**src/rtl/mvt_pkg.sv**
```systemverilog
// Shared types and constants for the 4x4 fixed-point matrix transform.
`default_nettype none

package mvt_pkg;

   localparam int LANES = 4;
   localparam int ELEM_W = 32;
   localparam int W_LANE = 3;
   localparam int QUEUE_DEPTH = 4;
   localparam int QPTR_W = $clog2(QUEUE_DEPTH);

   localparam logic [1:0] REQ_LOAD_ROW = 2'd0;
   localparam logic [1:0] REQ_IDENTITY = 2'd1;
   localparam logic [1:0] REQ_XFORM4 = 2'd2;
   localparam logic [1:0] REQ_XFORM3 = 2'd3;

   localparam logic [ELEM_W-1:0] SAT_MAX = 32'h7FFF_FFFF;
   localparam logic [ELEM_W-1:0] SAT_MIN = 32'h8000_0000;

   typedef enum logic [1:0] {
      OP_LOAD_ROW,
      OP_IDENTITY,
      OP_XFORM4,
      OP_XFORM3
   } op_type;

   typedef struct packed {
      op_type op;
      logic [1:0] row;
      logic row_ok;
      logic [LANES-1:0][ELEM_W-1:0] vec;
   } q_entry_type;

   typedef struct packed {
      logic not_empty;
      logic full;
   } q_stat_type;

endpackage

`default_nettype wire

```
**src/rtl/mvt_front.sv**
```systemverilog
// Front end: decodes request items and forms queue entries.
`default_nettype none

module mvt_front import mvt_pkg::*; #(
   parameter int DIM = 4
) (
   input wire logic req_valid,
   output logic req_stall,
   input wire logic [1:0] req_type,
   input wire logic [1:0] req_row_index,
   input wire logic signed [ELEM_W-1:0] req_elem_0,
   input wire logic signed [ELEM_W-1:0] req_elem_1,
   input wire logic signed [ELEM_W-1:0] req_elem_2,
   input wire logic signed [ELEM_W-1:0] req_elem_3,
   input wire q_stat_type qstat,
   output logic push,
   output q_entry_type entry
);

   op_type op;

   always_comb begin
      case (req_type)
         REQ_LOAD_ROW: op = OP_LOAD_ROW;
         REQ_IDENTITY: op = OP_IDENTITY;
         REQ_XFORM4: op = OP_XFORM4;
         REQ_XFORM3: op = OP_XFORM3;
         default: op = OP_XFORM4;
      endcase
   end

   always_comb begin
      entry.op = op;
      entry.row = req_row_index;
      entry.row_ok = (int'(req_row_index) < DIM);
      entry.vec[0] = req_elem_0;
      entry.vec[1] = req_elem_1;
      entry.vec[2] = req_elem_2;
      entry.vec[W_LANE] = (op == OP_XFORM3) ? '0 : req_elem_3;
   end

   assign req_stall = qstat.full;
   assign push = req_valid && !qstat.full;

endmodule

`default_nettype wire

```
**config.mk**
```make
export PLATFORM = sky130hd
export DESIGN_NAME = mvt_front
export DESIGN_NICKNAME = d
export VERILOG_FILES = /design/src/rtl/mvt_pkg.sv /design/src/rtl/mvt_front.sv
export SDC_FILE = /design/constraint.sdc
export NUM_CORES = 1
export LEC_CHECK = 0
export CORE_AREA = 2 2 104 106
export DETAILED_ROUTE_END_ITERATION = 12
export DIE_AREA = 0 0 106 108
export DONT_BUFFER_PORTS = 1
export GPL_TIMING_DRIVEN = 0
export PLACE_DENSITY_LB_ADDON = 0.08
export SLEW_MARGIN = 20
export SYNTH_ARGS = -nofsm -noshare
export SYNTH_HDL_FRONTEND = slang
export SYNTH_SLANG_ARGS = --single-unit
```
**constraint.sdc**
```tcl
create_clock -name vclk -period 1.1
set_input_delay 0.22 -clock vclk [all_inputs]
set_output_delay 0.22 -clock vclk [all_outputs]
set_load 0.005 [all_outputs]
```
==> results by group <==
Status
  – Status: complete, no violations

Drt
  – WL final: 3.65 mm
  – Drt drc: 0
  – Via density: 3.06
  – DR WL/cell: 13.1 µm
  – Routed Antenna Nets: 0
  – Violation count after the first detailed-route iteration: 25
  – Via count: 851
  – DRT Pass-1 Iters: 4

Finish
  – Reg area: 0 µm²
  – Antenna diode instance count: 0
  – Layout cell share with drive strength beyond 1: 76.8%
  – Fillers: 1,164
  – Syn-to-layout area delta: 16.0%
  – Final Instance Area: 1230 µm²
  – Nets: 279
  – Seq_cells: 0
  – Final-layout clock buffer total: 0

Global route
  – Total gr overflow: 0
  – First-pass GRT wire length: 4.20 mm
  – Initial antenna violation count: 0
  – Vias in the first global route: 766
  – All-Layer GR Usage: 4.47%
  – Largest net degree at the start of global routing: 11

STA
  – Final Critical Period: 821 ps
  – Max-slew violations: 0
  – Final period utilization: 74.7%
  – Final setup vio count: 0
  – Final Hold Viols: 0
  – Maximum clock frequency: 1220 MHz
  – RSZ-0062 raised after global routing: false
  – Final TNS setup: 0 ps
  – Final setup margin: 279 ps
  – Fin Hold WS: 476 ps

Logic synthesis
  – Cells after Synth: 142
  – Synth top cells by count: 106 x buf_4, 27 x a21boi_1, 3 x a21boi_2, 2 x a21boi_0, 2 x clkbuf_1
  – Synth warn: 0
  – Top cells by area, synth: buf_4 75%, a21boi_1 19%, a21boi_2 3.2%
  – Cell taking the most area after synthesis: buf_4
  – Most common cell in the netlist: buf_4
  – Syn nets: 277
  – Top cell type's share of synthesized area: 74.7%
  – Netlist Area Pre-Place: 1060 µm²
  – Synth Area per Inst: 7.50 µm²
  – Unique masters post-synth: 7
  – Seq/Total Area, Yosys: 0%

Critical path
  – Worst Setup Start Kind: primary input
  – Slowest cell on crit path: a21boi_1
  – Worst Path Max Fanout: 10
  – CP Class: primary input to primary output
  – Crit path cell chain: buf_4, a21boi_1
  – Critical path data arrival time: 600 ps
  – Element type at the critical path end: primary output
  – Critical Path RT: 880 ps
  – Delay of the slowest critical-path stage: 230 ps
  – Crit path buffers/inverters: 1
  – Crit-path leading delay family: compound AO/OA/AOI/OAI gates

Floorplanning
  – Die height: 108 µm
  – Cell row count: 37
  – Initial core utilization: 10.4%
  – Die Wd: 106 µm
  – IO Pins: 270
  – Core Footprint: 10,200 µm²
  – Die ar.: 11,400 µm²

Pwr
  – Switching share of power: 37.7%
  – Combinational Power Share: 100.0%
  – P_leak: 0.614 nW
  – Int Power: 0.282 mW
  – Flop pwr share: 0%
  – Max IR drop VDD: 0.0785 mV
  – Net Sw Power: 0.171 mW
  – Clk pwr share: 0%
  – PD cells: 367 nW/µm²
  – Total power: 0.453 mW

Placed design
  – Routability congestion estimate: 0.673
  – Port buffer count: 0
  – Placed cell areas: 1230 µm²
  – Post-DP HPWL: 3.49 mm
  – Pre-CTS WS: 263 ps

Job
  – Max cap viols: 0

Min path
  – Worst min path class: primary input to primary output

CTS
  – # hold bufs at CTS: 0
  – Post-CTS setup buffers: 0
  – # resized after CTS: 0
## area by class of cell
type / instances / area [µm²] / share of cell area [%]
Buffer: 108 / 803 / 65.0
Multi-Input combinational cell: 34 / 262 / 21.2
Tap cell: 136 / 170 / 13.8
## per-stage QoR
stage | util (%) | instances
4_1_cts | 12.1 | 278
2_1_floorplan | - | 142
3_3_place_gp | 12.1 | 278
6_report | 12.1 | 278
5_1_grt | 12.1 | 278
3_5_place_dp | 12.1 | 278
## power groups by stage
stage	Clock (mW)	Sequential [mW]	Combinational, mW
finish	0	0	0.453
global route	0	0	0.484
CTS	0	0	0.462
detailed placement	0	0	0.462
global placement	0	0	0.475
floorplan	0	0	0.409
## worst paths after layout
kind                     from          to  cells past startpoint
hold / removal       qstat[0]        push                      1
setup / recovery  req_type[1]  entry[126]                      2
## layout by cell type, fill, tap and decap left out, drive strengths merged
master	instances
nor2b	1
clkbuf	2
conb	1
a21boi	32
buf	106
## layer usage
layer	routed length, µm	global-route usage [%]	vias up
met5	0	0	-
met4	0	0	0
met3	433	0.362	0
met2	2410	11.7	141
met1	812	3.35	361
li1	-	-	349
## kinds of logic after synthesis
group / share of synthesized area (%)
buffers and inverters: 75.4
AOI/OAI and AO/OA: 23.6
and+or+nand+nor: 0.588
other: 0.352
Note: power is estimated with default switching activity, not from simulation.
