## src/rtl/mvt_pkg.sv

```systemverilog
// Shared types and constants for the 4x4 fixed-point matrix transform.
`default_nettype none

package mvt_pkg;

   localparam int LANES = 4;
   localparam int ELEM_W = 32;
   localparam int W_LANE = 3;
   localparam int QUEUE_DEPTH = 4;
   localparam int QPTR_W = $clog2(QUEUE_DEPTH);

   localparam logic [1:0] REQ_LOAD_ROW = 2'd0;
   localparam logic [1:0] REQ_IDENTITY = 2'd1;
   localparam logic [1:0] REQ_XFORM4 = 2'd2;
   localparam logic [1:0] REQ_XFORM3 = 2'd3;

   localparam logic [ELEM_W-1:0] SAT_MAX = 32'h7FFF_FFFF;
   localparam logic [ELEM_W-1:0] SAT_MIN = 32'h8000_0000;

   typedef enum logic [1:0] {
      OP_LOAD_ROW,
      OP_IDENTITY,
      OP_XFORM4,
      OP_XFORM3
   } op_type;

   typedef struct packed {
      op_type op;
      logic [1:0] row;
      logic row_ok;
      logic [LANES-1:0][ELEM_W-1:0] vec;
   } q_entry_type;

   typedef struct packed {
      logic not_empty;
      logic full;
   } q_stat_type;

endpackage

`default_nettype wire

```

## src/rtl/mvt_queue.sv

```systemverilog
// Short item queue between the front end and the arithmetic back end.
`default_nettype none

module mvt_queue import mvt_pkg::*; (
   input wire logic clock,
   input wire logic reset,
   input wire logic push,
   input wire q_entry_type entry,
   input wire logic pop,
   output q_entry_type head,
   output q_stat_type qstat
);

   q_entry_type mem_ff [QUEUE_DEPTH];
   logic [QPTR_W-1:0] wr_ptr_ff, wr_ptr_in;
   logic [QPTR_W-1:0] rd_ptr_ff, rd_ptr_in;
   logic [QPTR_W:0] count_ff, count_in;

   always_comb begin
      wr_ptr_in = push ? wr_ptr_ff + 1'b1 : wr_ptr_ff;
      rd_ptr_in = pop ? rd_ptr_ff + 1'b1 : rd_ptr_ff;
      count_in = count_ff;
      if (push && !pop) begin
         count_in = count_ff + 1'b1;
      end else if (pop && !push) begin
         count_in = count_ff - 1'b1;
      end
   end

   always_ff @(posedge clock) begin
      if (reset) begin
         wr_ptr_ff <= '0;
         rd_ptr_ff <= '0;
         count_ff <= '0;
      end else begin
         wr_ptr_ff <= wr_ptr_in;
         rd_ptr_ff <= rd_ptr_in;
         count_ff <= count_in;
      end
   end

   always_ff @(posedge clock) begin
      if (push) begin
         mem_ff[wr_ptr_ff] <= entry;
      end
   end

   assign head = mem_ff[rd_ptr_ff];
   assign qstat.not_empty = (count_ff != '0);
   assign qstat.full = (count_ff == (QPTR_W+1)'(QUEUE_DEPTH));

   a_count_bound: assert property (@(posedge clock) disable iff (reset)
      count_ff <= (QPTR_W+1)'(QUEUE_DEPTH))
      else $error("queue count above depth");

   a_pop_needs_item: assert property (@(posedge clock) disable iff (reset)
      pop |-> qstat.not_empty)
      else $error("pop from empty queue");

   a_last_pop_empties: assert property (@(posedge clock) disable iff (reset)
      (pop && !push && count_ff == (QPTR_W+1)'(1)) |=> !qstat.not_empty)
      else $error("queue not empty after last pop");

endmodule

`default_nettype wire

```

## config.mk

```make
export PLATFORM = sky130hd
export DESIGN_NAME = mvt_queue
export DESIGN_NICKNAME = d
export VERILOG_FILES = /design/src/rtl/mvt_pkg.sv /design/src/rtl/mvt_queue.sv
export SDC_FILE = /design/constraint.sdc
export NUM_CORES = 1
export LEC_CHECK = 0
export BUFFER_PORTS_ARGS = -buffer_cell sky130_fd_sc_hd__buf_2
export CAP_MARGIN = 20
export CORE_ASPECT_RATIO = 1.5
export CORE_MARGIN = 5
export CORE_UTILIZATION = 37
export DETAILED_ROUTE_END_ITERATION = 8
export PLACE_DENSITY = 0.66
export SYNTH_ARGS = -nofsm -noshare
export SYNTH_HDL_FRONTEND = slang
export SYNTH_SLANG_ARGS = --single-unit
```

## constraint.sdc

```tcl
create_clock -name clock -period 5.85 [get_ports clock]
set_input_delay 0.2925 -clock clock [delete_from_list [all_inputs] [get_ports clock]]
set_output_delay 0.2925 -clock clock [all_outputs]
set_load 0.02 [all_outputs]
```

==> summary.md, run 1 <==
| Metric | Value |
|---|---|
| Distinct cell type count after synthesis | `19` |
| Internal power | `6.59 mW` |
| First-pass DRT Iterations | `7` |
| Final setup vio count | `0` |
| Status | `completed` |
| Wirelength per Cell | `20.9 um` |
| Synthesized area per cell | `26.5 um^2` |
| Setup CP Type | `reg2out` |
| Initial antenna violation count | `5` |
| Lkg Pwr | `8.24 nW` |
| Top post-synthesis cells by area | `edfxtp_1, mux4_2, dfxtp_1, buf_6, buf_2` |
| Clock skew | `12.6 ps` |
| PD cells | `347 nW/um^2` |
| Rel. slew slack | `28.5%` |
| Synth Flop Type | `edfxtp_1` |
| Total gr overflow | `0` |
| Reg-to-reg setup timing slack | `3490 ps` |
| Chip Width | `198 um` |
| Buffer count from post-CTS setup fixing | `0` |
| Dpl cells | `1672` |
| Layout cell share with drive strength beyond 1 | `39.6%` |
| Max-slew violation count | `0` |
| Multiplexer share of the synthesized area | `15.4%` |
| Routed wire length | `39.6 mm` |
| Largest family of logic cells by synthesized area | `multiplexers` |
| Most instantiated cells after synthesis | `edfxtp_1, mux4_2, buf_2, buf_6, dfxtp_1` |
| Vias in the first global route | `10707` |
| Comb pwr share | `11.5%` |
| Num Clock Sinks | `541` |
| Switching part of the total | `22.7%` |
| Iter 0 DRT Violations | `445` |
| # port buffers | `271` |
| Seq cells post-synth | `541` |
| Seq/Total Area, Yosys | `82.4%` |
| Max VDD drop | `0.252 mV` |
| Hold Vio Cnt, Final | `0` |
| Initial Util | `37.3%` |
| Dominant cell type by area after synthesis | `edfxtp_1` |
| Critical path fanouts, max | `54` |
| CTS clock-pin slew for the worst setup and hold paths | `60 ps` |
| Tightest Pin Transition | `1070 ps` |
| Most common cell in the netlist | `edfxtp_1` |
| Synth warn | `0` |
| Total net switching power | `1.94 mW` |
| Post-synth EDFFs | `532` |
| Antenna-violating nets left | `0` |
| Core area | `52600 um^2` |
| Endpoint class of the critical path | `output port` |
| Worst Path Required | `5560 ps` |
| # rows | `103` |
| Asr flop ratio synth | `0%` |
| Die Span Y | `292 um` |
| Post-Synthesis Cell Area | `19600 um^2` |
| Compound-Gate Fraction of Synth Area | `0.0511%` |
| Syn nets | `882` |
| IO Pins | `272` |
| Startpoint Class | `register` |
| Routed via count | `9287` |
| Area growth, synth to finish | `25.5%` |
| Tot GR Track Use | `13.7%` |
| Post-Layout Cell Count | `1896` |
| Hpwl dp | `23.3 mm` |
| PostCTS Resize Cnt | `0` |
| Max Freq | `322 MHz` |
| Adder-cell area share of the yosys netlist | `0.421%` |
| Largest net degree at the start of global routing | `134` |
| Max Cap Violations | `0` |
| Flop pwr share | `52.9%` |
| CTS tree | `built` |
| Clock Latency Late Sink | `570 ps` |
| RePlAce Congestion | `0.720` |
| Setup TNS | `0 ps` |
| Drt via density | `4.90` |
| Synth Area in XOR/XNOR | `0.223%` |
| Crit path DAT | `2810 ps` |
| RSZ-0062 raised after global routing | `no` |
| First-pass GRT wire length | `61.0 mm` |
| Fin nets | `1317` |
| Mapped Cells | `739` |
| Root Buffer | `clkbuf_16` |
| Die area | `57800 um^2` |
| Top-area cell type share of the netlist area | `81.5%` |
| CTS H-tree lvls | `2` |
| Hold/Removal Path Class | `in2reg` |
| Simple-Gate Fraction of Synth Area | `0.383%` |
| Final period util | `53.1%` |
| Final min period | `3100 ps` |
| DR DRC count | `0` |
| Clock power frac | `35.6%` |
| Max Buffers Root-to-Sink | `3` |
| Num CTS Buffers | `48` |
-- path summary, 6_finish.rpt --
| kind | from | end | cells past startpoint |
|---|---|---|---|
| setup / recovery | register | head[124] | 3 |
| hold / removal | pop | rd_ptr_ff[0] | 3 |
| setup reg to reg | wr_ptr_ff[0] | mem_ff[0][24] | 4 |
| hold reg to reg | count_ff[2] | count_ff[2] | 2 |
-- sequential cells by signal, summed over array words and instances (netlist names), named ones only --
| name | flops |
|---|---|
| rd_ptr_ff | 2 |
| mem_ff | 532 |
| wr_ptr_ff | 2 |
| count_ff | 3 |
-- cells by family after synthesis --
group	after synthesis
adder cells (fa/ha/maj)	6
flip-flops	541
AO/OA/AOI/OAI	2
multiplexers	135
buffers and inverters	35
XOR/XNOR	5
AND/OR/NAND/NOR	15
-- power groups by stage --
stage	Sequential, mW	Clock [mW]	Combinational (mW)
finish	4.51	3.03	0.979
global route	4.53	3.30	1.05
CTS	4.52	3.14	1.01
detailed placement	4.60	0	0.929
global placement	4.59	0	0.919
floorplan	4.59	0	0.599
-- metrics by stage --
stage               util (%)  cell area (um^2)  hold slack [ps]  worst slack (ps)  power (mW)
floorplan                  -             19600              391              1750        5.18
global placement        41.4             21700              471              3170        5.51
detailed placement      41.4             21700              507              3170        5.53
CTS                     46.8             24600             4.80              2540        8.66
global route            46.8             24600             37.7              2440        8.88
finish                  46.8             24600             42.3              2750        8.53
-- what timing repair did --
action                     CTS  global route
hold buffers               134             0
hold endpoints to repair   540             0
setup endpoints to repair    0             0
-- critical path, stage by stage, from the launching register on --
cell     delay (ps)
dfxtp_4         910
buf_12          460
mux4_2          600
buf_2           180
-- layout by cell type (no fill, tap or decap), types with 2 or more instances in the layout --
master         count
edfxtp_1         532
buf_2            271
dlygate4sd3_1    134
mux4_2           133
clkbuf_16         49
clkinv_1          15
clkbuf_1          13
buf_4              8
nor2_1             7
dfxtp_1            7
ha_1               5
inv_1              4
and2_4             4
bufinv_16          4
diode_2            3
xor2_1             3
inv_6              3
buf_12             3
or3_1              2
xnor2_1            2
mux2i_1            2
dfxtp_4            2
clkinv_2           2
-- final cells by class --
type,count,area [um^2]
Antenna cell,3,7.51
Clock buffer,62,1270
Clock inverter,25,224
Fill cell,4310,28000
Inverter,4,15.0
Multi-Input combinational cell,163,3240
Sequential cell,541,16200
Tap cell,682,853
Timing Repair Buffer,416,2820
-- metal layers --
layer	GRT usage (%)	vias up	routed length, um
met5	0	-	25
met4	6.17	4	1690
met3	2.92	100	2040
met2	24.8	258	21200
met1	15.4	4862	14600
li1	-	4063	-
Note: power is estimated with default switching activity, not from simulation.
==> inputs of run 2 (changes only) <==
Clock period 5.85 ns to 3 ns, I/O delays scaled along.
==> run 2 against run 1 <==
Highest routed layer unchanged; global-route usage increased by 0.20 points; sequential share of layout area decreased by 1.2 points; clock-buffer cell count decreased by 1; clock power increased by 110%; largest power group unchanged; utilization increased by 0.84 points; cell count increased by 1.5%; via count increased by 1.2%; total power increased by 99%.
==> summary.md, run 2 (synthesized netlist as in run 1, its figures left out) <==
| Metric | Value |
|---|---|
| Status | `completed` |
| Die area | `57800 um^2 (unchanged)` |
| Core area | `52600 um^2 (unchanged)` |
| Critical path fanouts, max | `31 (-43%)` |
| CTS clock-pin slew for the worst setup and hold paths | `60 ps (about the same)` |
| Rel. slew slack | `53.8% (+25 points)` |
| First-pass DRT Iterations | `4 (-3)` |
| Tot GR Track Use | `13.9% (+0.20 points)` |
| Post-layout total power | `17.0 mW (+99%)` |
| Fin nets | `1342 (+1.9%)` |
| Area growth, synth to finish | `27.7%` |
| IO Pins | `272 (unchanged)` |
| Dpl cells | `1692 (+1.2%)` |
| Antenna-violating nets left | `0 (unchanged)` |
| Layout cell share with drive strength beyond 1 | `41.3% (+1.7 points)` |
| Reg-to-reg setup timing slack | `1110 ps (-2380 ps)` |
| Hold Vio Cnt, Final | `0 (unchanged)` |
| Crit path DAT | `2300 ps (-510 ps)` |
| Max Freq | `408 MHz` |
| Worst Path Required | `2850 ps (-2710 ps)` |
| Routed via count | `9400 (+1.2%)` |
| Total gr overflow | `0 (unchanged)` |
| Initial Util | `37.3% (unchanged)` |
| Register Area | `16200 um^2 (unchanged)` |
| Chip Width | `198 um (unchanged)` |
| Final setup vio count | `0 (unchanged)` |
| Biggest register | `mem_ff` |
| PD cells | `679 nW/um^2 (+96%)` |
| Max Cap Violations | `0 (unchanged)` |
| Root Buffer | `clkbuf_16` |
| Max-slew violation count | `0 (unchanged)` |
| Setup CP Type | `reg2out` |
| # rows | `103 (unchanged)` |
| Setup TNS | `0 ps (unchanged)` |
| Vias in the first global route | `10397 (-2.9%)` |
| First-pass GRT wire length | `61.7 mm (+1.2%)` |
| Most frequent cells in the layout | `edfxtp_1, buf_2, dlygate4sd3_1, mux4_2, clkbuf_16` |
| Hold/Removal Path Class | `in2reg` |
| Initial antenna violation count | `4 (-1)` |
| CTS H-tree lvls | `2 (unchanged)` |
| Startpoint Class | `register` |
| # port buffers | `271 (unchanged)` |
| DR DRC count | `0 (unchanged)` |
| Post-layout util | `47.6% (+0.84 points)` |
| Largest net degree at the start of global routing | `83 (-38%)` |
| Fill cells | `4307 (-0.070%)` |
| Area of the multi-input gates | `3240 um^2 (unchanged)` |
| Wirelength per Cell | `21.1 um (+1.0%)` |
| Drt via density | `4.88 (-0.31%)` |
| WHS | `326 ps (+284 ps)` |
| Max reg flops | `532 (unchanged)` |
| Num Clock Sinks | `541 (unchanged)` |
| Iter 0 DRT Violations | `435 (-2.2%)` |
| Routed wire length | `40.6 mm (+2.5%)` |
| RSZ-0062 raised after global routing | `no` |
| Final period util | `81.7%` |
| Max VDD drop | `0.441 mV (+75%)` |
| Die Span Y | `292 um (unchanged)` |
| Final min period | `2450 ps` |
| Hpwl dp | `25.3 mm (+8.8%)` |
| Clock skew | `14.6 ps (+1.97 ps)` |
| Max Buffers Root-to-Sink | `3 (unchanged)` |
| Clock Latency Late Sink | `570 ps (about the same)` |
| Lkg Pwr | `8.46 nW (+2.6%)` |
| Largest regs | `mem_ff: 532 flops, count_ff: 3 flops` |
| CTS tree | `built` |
| Tightest Pin Transition | `693 ps (-380 ps)` |
| Num CTS Buffers | `50 (+4.2%)` |
| Post-Layout Cell Count | `1925 (+1.5%)` |
| Endpoint class of the critical path | `output port` |
| RePlAce Congestion | `0.746 (+3.6%)` |
| Most common cell after layout, fill and taps aside | `edfxtp_1` |
## run 2: cell types whose count changed in the layout (fill, tap and decap cells not counted), sizes merged
| cell | delta |
|---|---|
| clkbuf | -1 |
| buf | +20 |
| dlygate4sd3 | +3 |
| clkinv | +7 |
| clkinvlp | +4 |
| diode | -1 |
| inv | -3 |
## run 2: repair_timing
item | 4_1_cts | 5_1_grt
setup endpoints to repair | 0 | 0
resized for setup | 0 | 0
endpoints found under the hold margin | 541 | 0
hold buffers | 137 | 0
buffers inserted | 0 | 0
## run 2: worst paths after layout
path | cells past startpoint | start | endpoint
setup / recovery | 3 | register | head[130]
hold / removal | 2 | entry[35] | mem_ff[0][35]
setup reg to reg | 4 | wr_ptr_ff[0] | mem_ff[2][41]
hold reg to reg | 2 | rd_ptr_ff[1] | rd_ptr_ff[1]
## run 2: power by group
| group | internal, mW | switching [mW] | total, mW |
|---|---|---|---|
| Sequential | 8.68 | 0.0944 | 8.78 |
| Clock | 3.57 | 2.65 | 6.22 |
| Combinational | 0.864 | 1.14 | 2.00 |
| Total | 13.1 | 3.88 | 17.0 |
## run 2: final cells by class
class | count | share of cell area [%]
sequential | 541 | 64.6
multi-input combinational | 163 | 12.9
antenna | 2 | 0.0200
clock buffer | 61 | 5.42
clock inverter | 33 | 1.11
tap | 682 | 3.41
timing repair buffer | 439 | 12.5
inverter | 4 | 0.0600
## run 2: worst max-delay path, cell delays in order (launching register included)
cell and delay [ps]:
dfxtp_4 620, buf_12 330, mux4_2 580, buf_2 180
## run 2: metrics by stage
step | instance area [um^2] | setup slack (ps)
3_3_place_gp | 22000 | 1060
4_1_cts | 25000 | 401
2_1_floorplan | 19600 | 381
6_report | 25000 | 548
5_1_grt | 25000 | 377
3_5_place_dp | 22000 | 1060
## run 2: metal layers
layer	share of wire, %	GRT usage [%]	up-vias
li1	-	-	4131
met1	37	16.4	4911
met2	53	24.4	266
met3	5.3	3.08	88
met4	4.5	6.13	4
met5	0.066	0	-
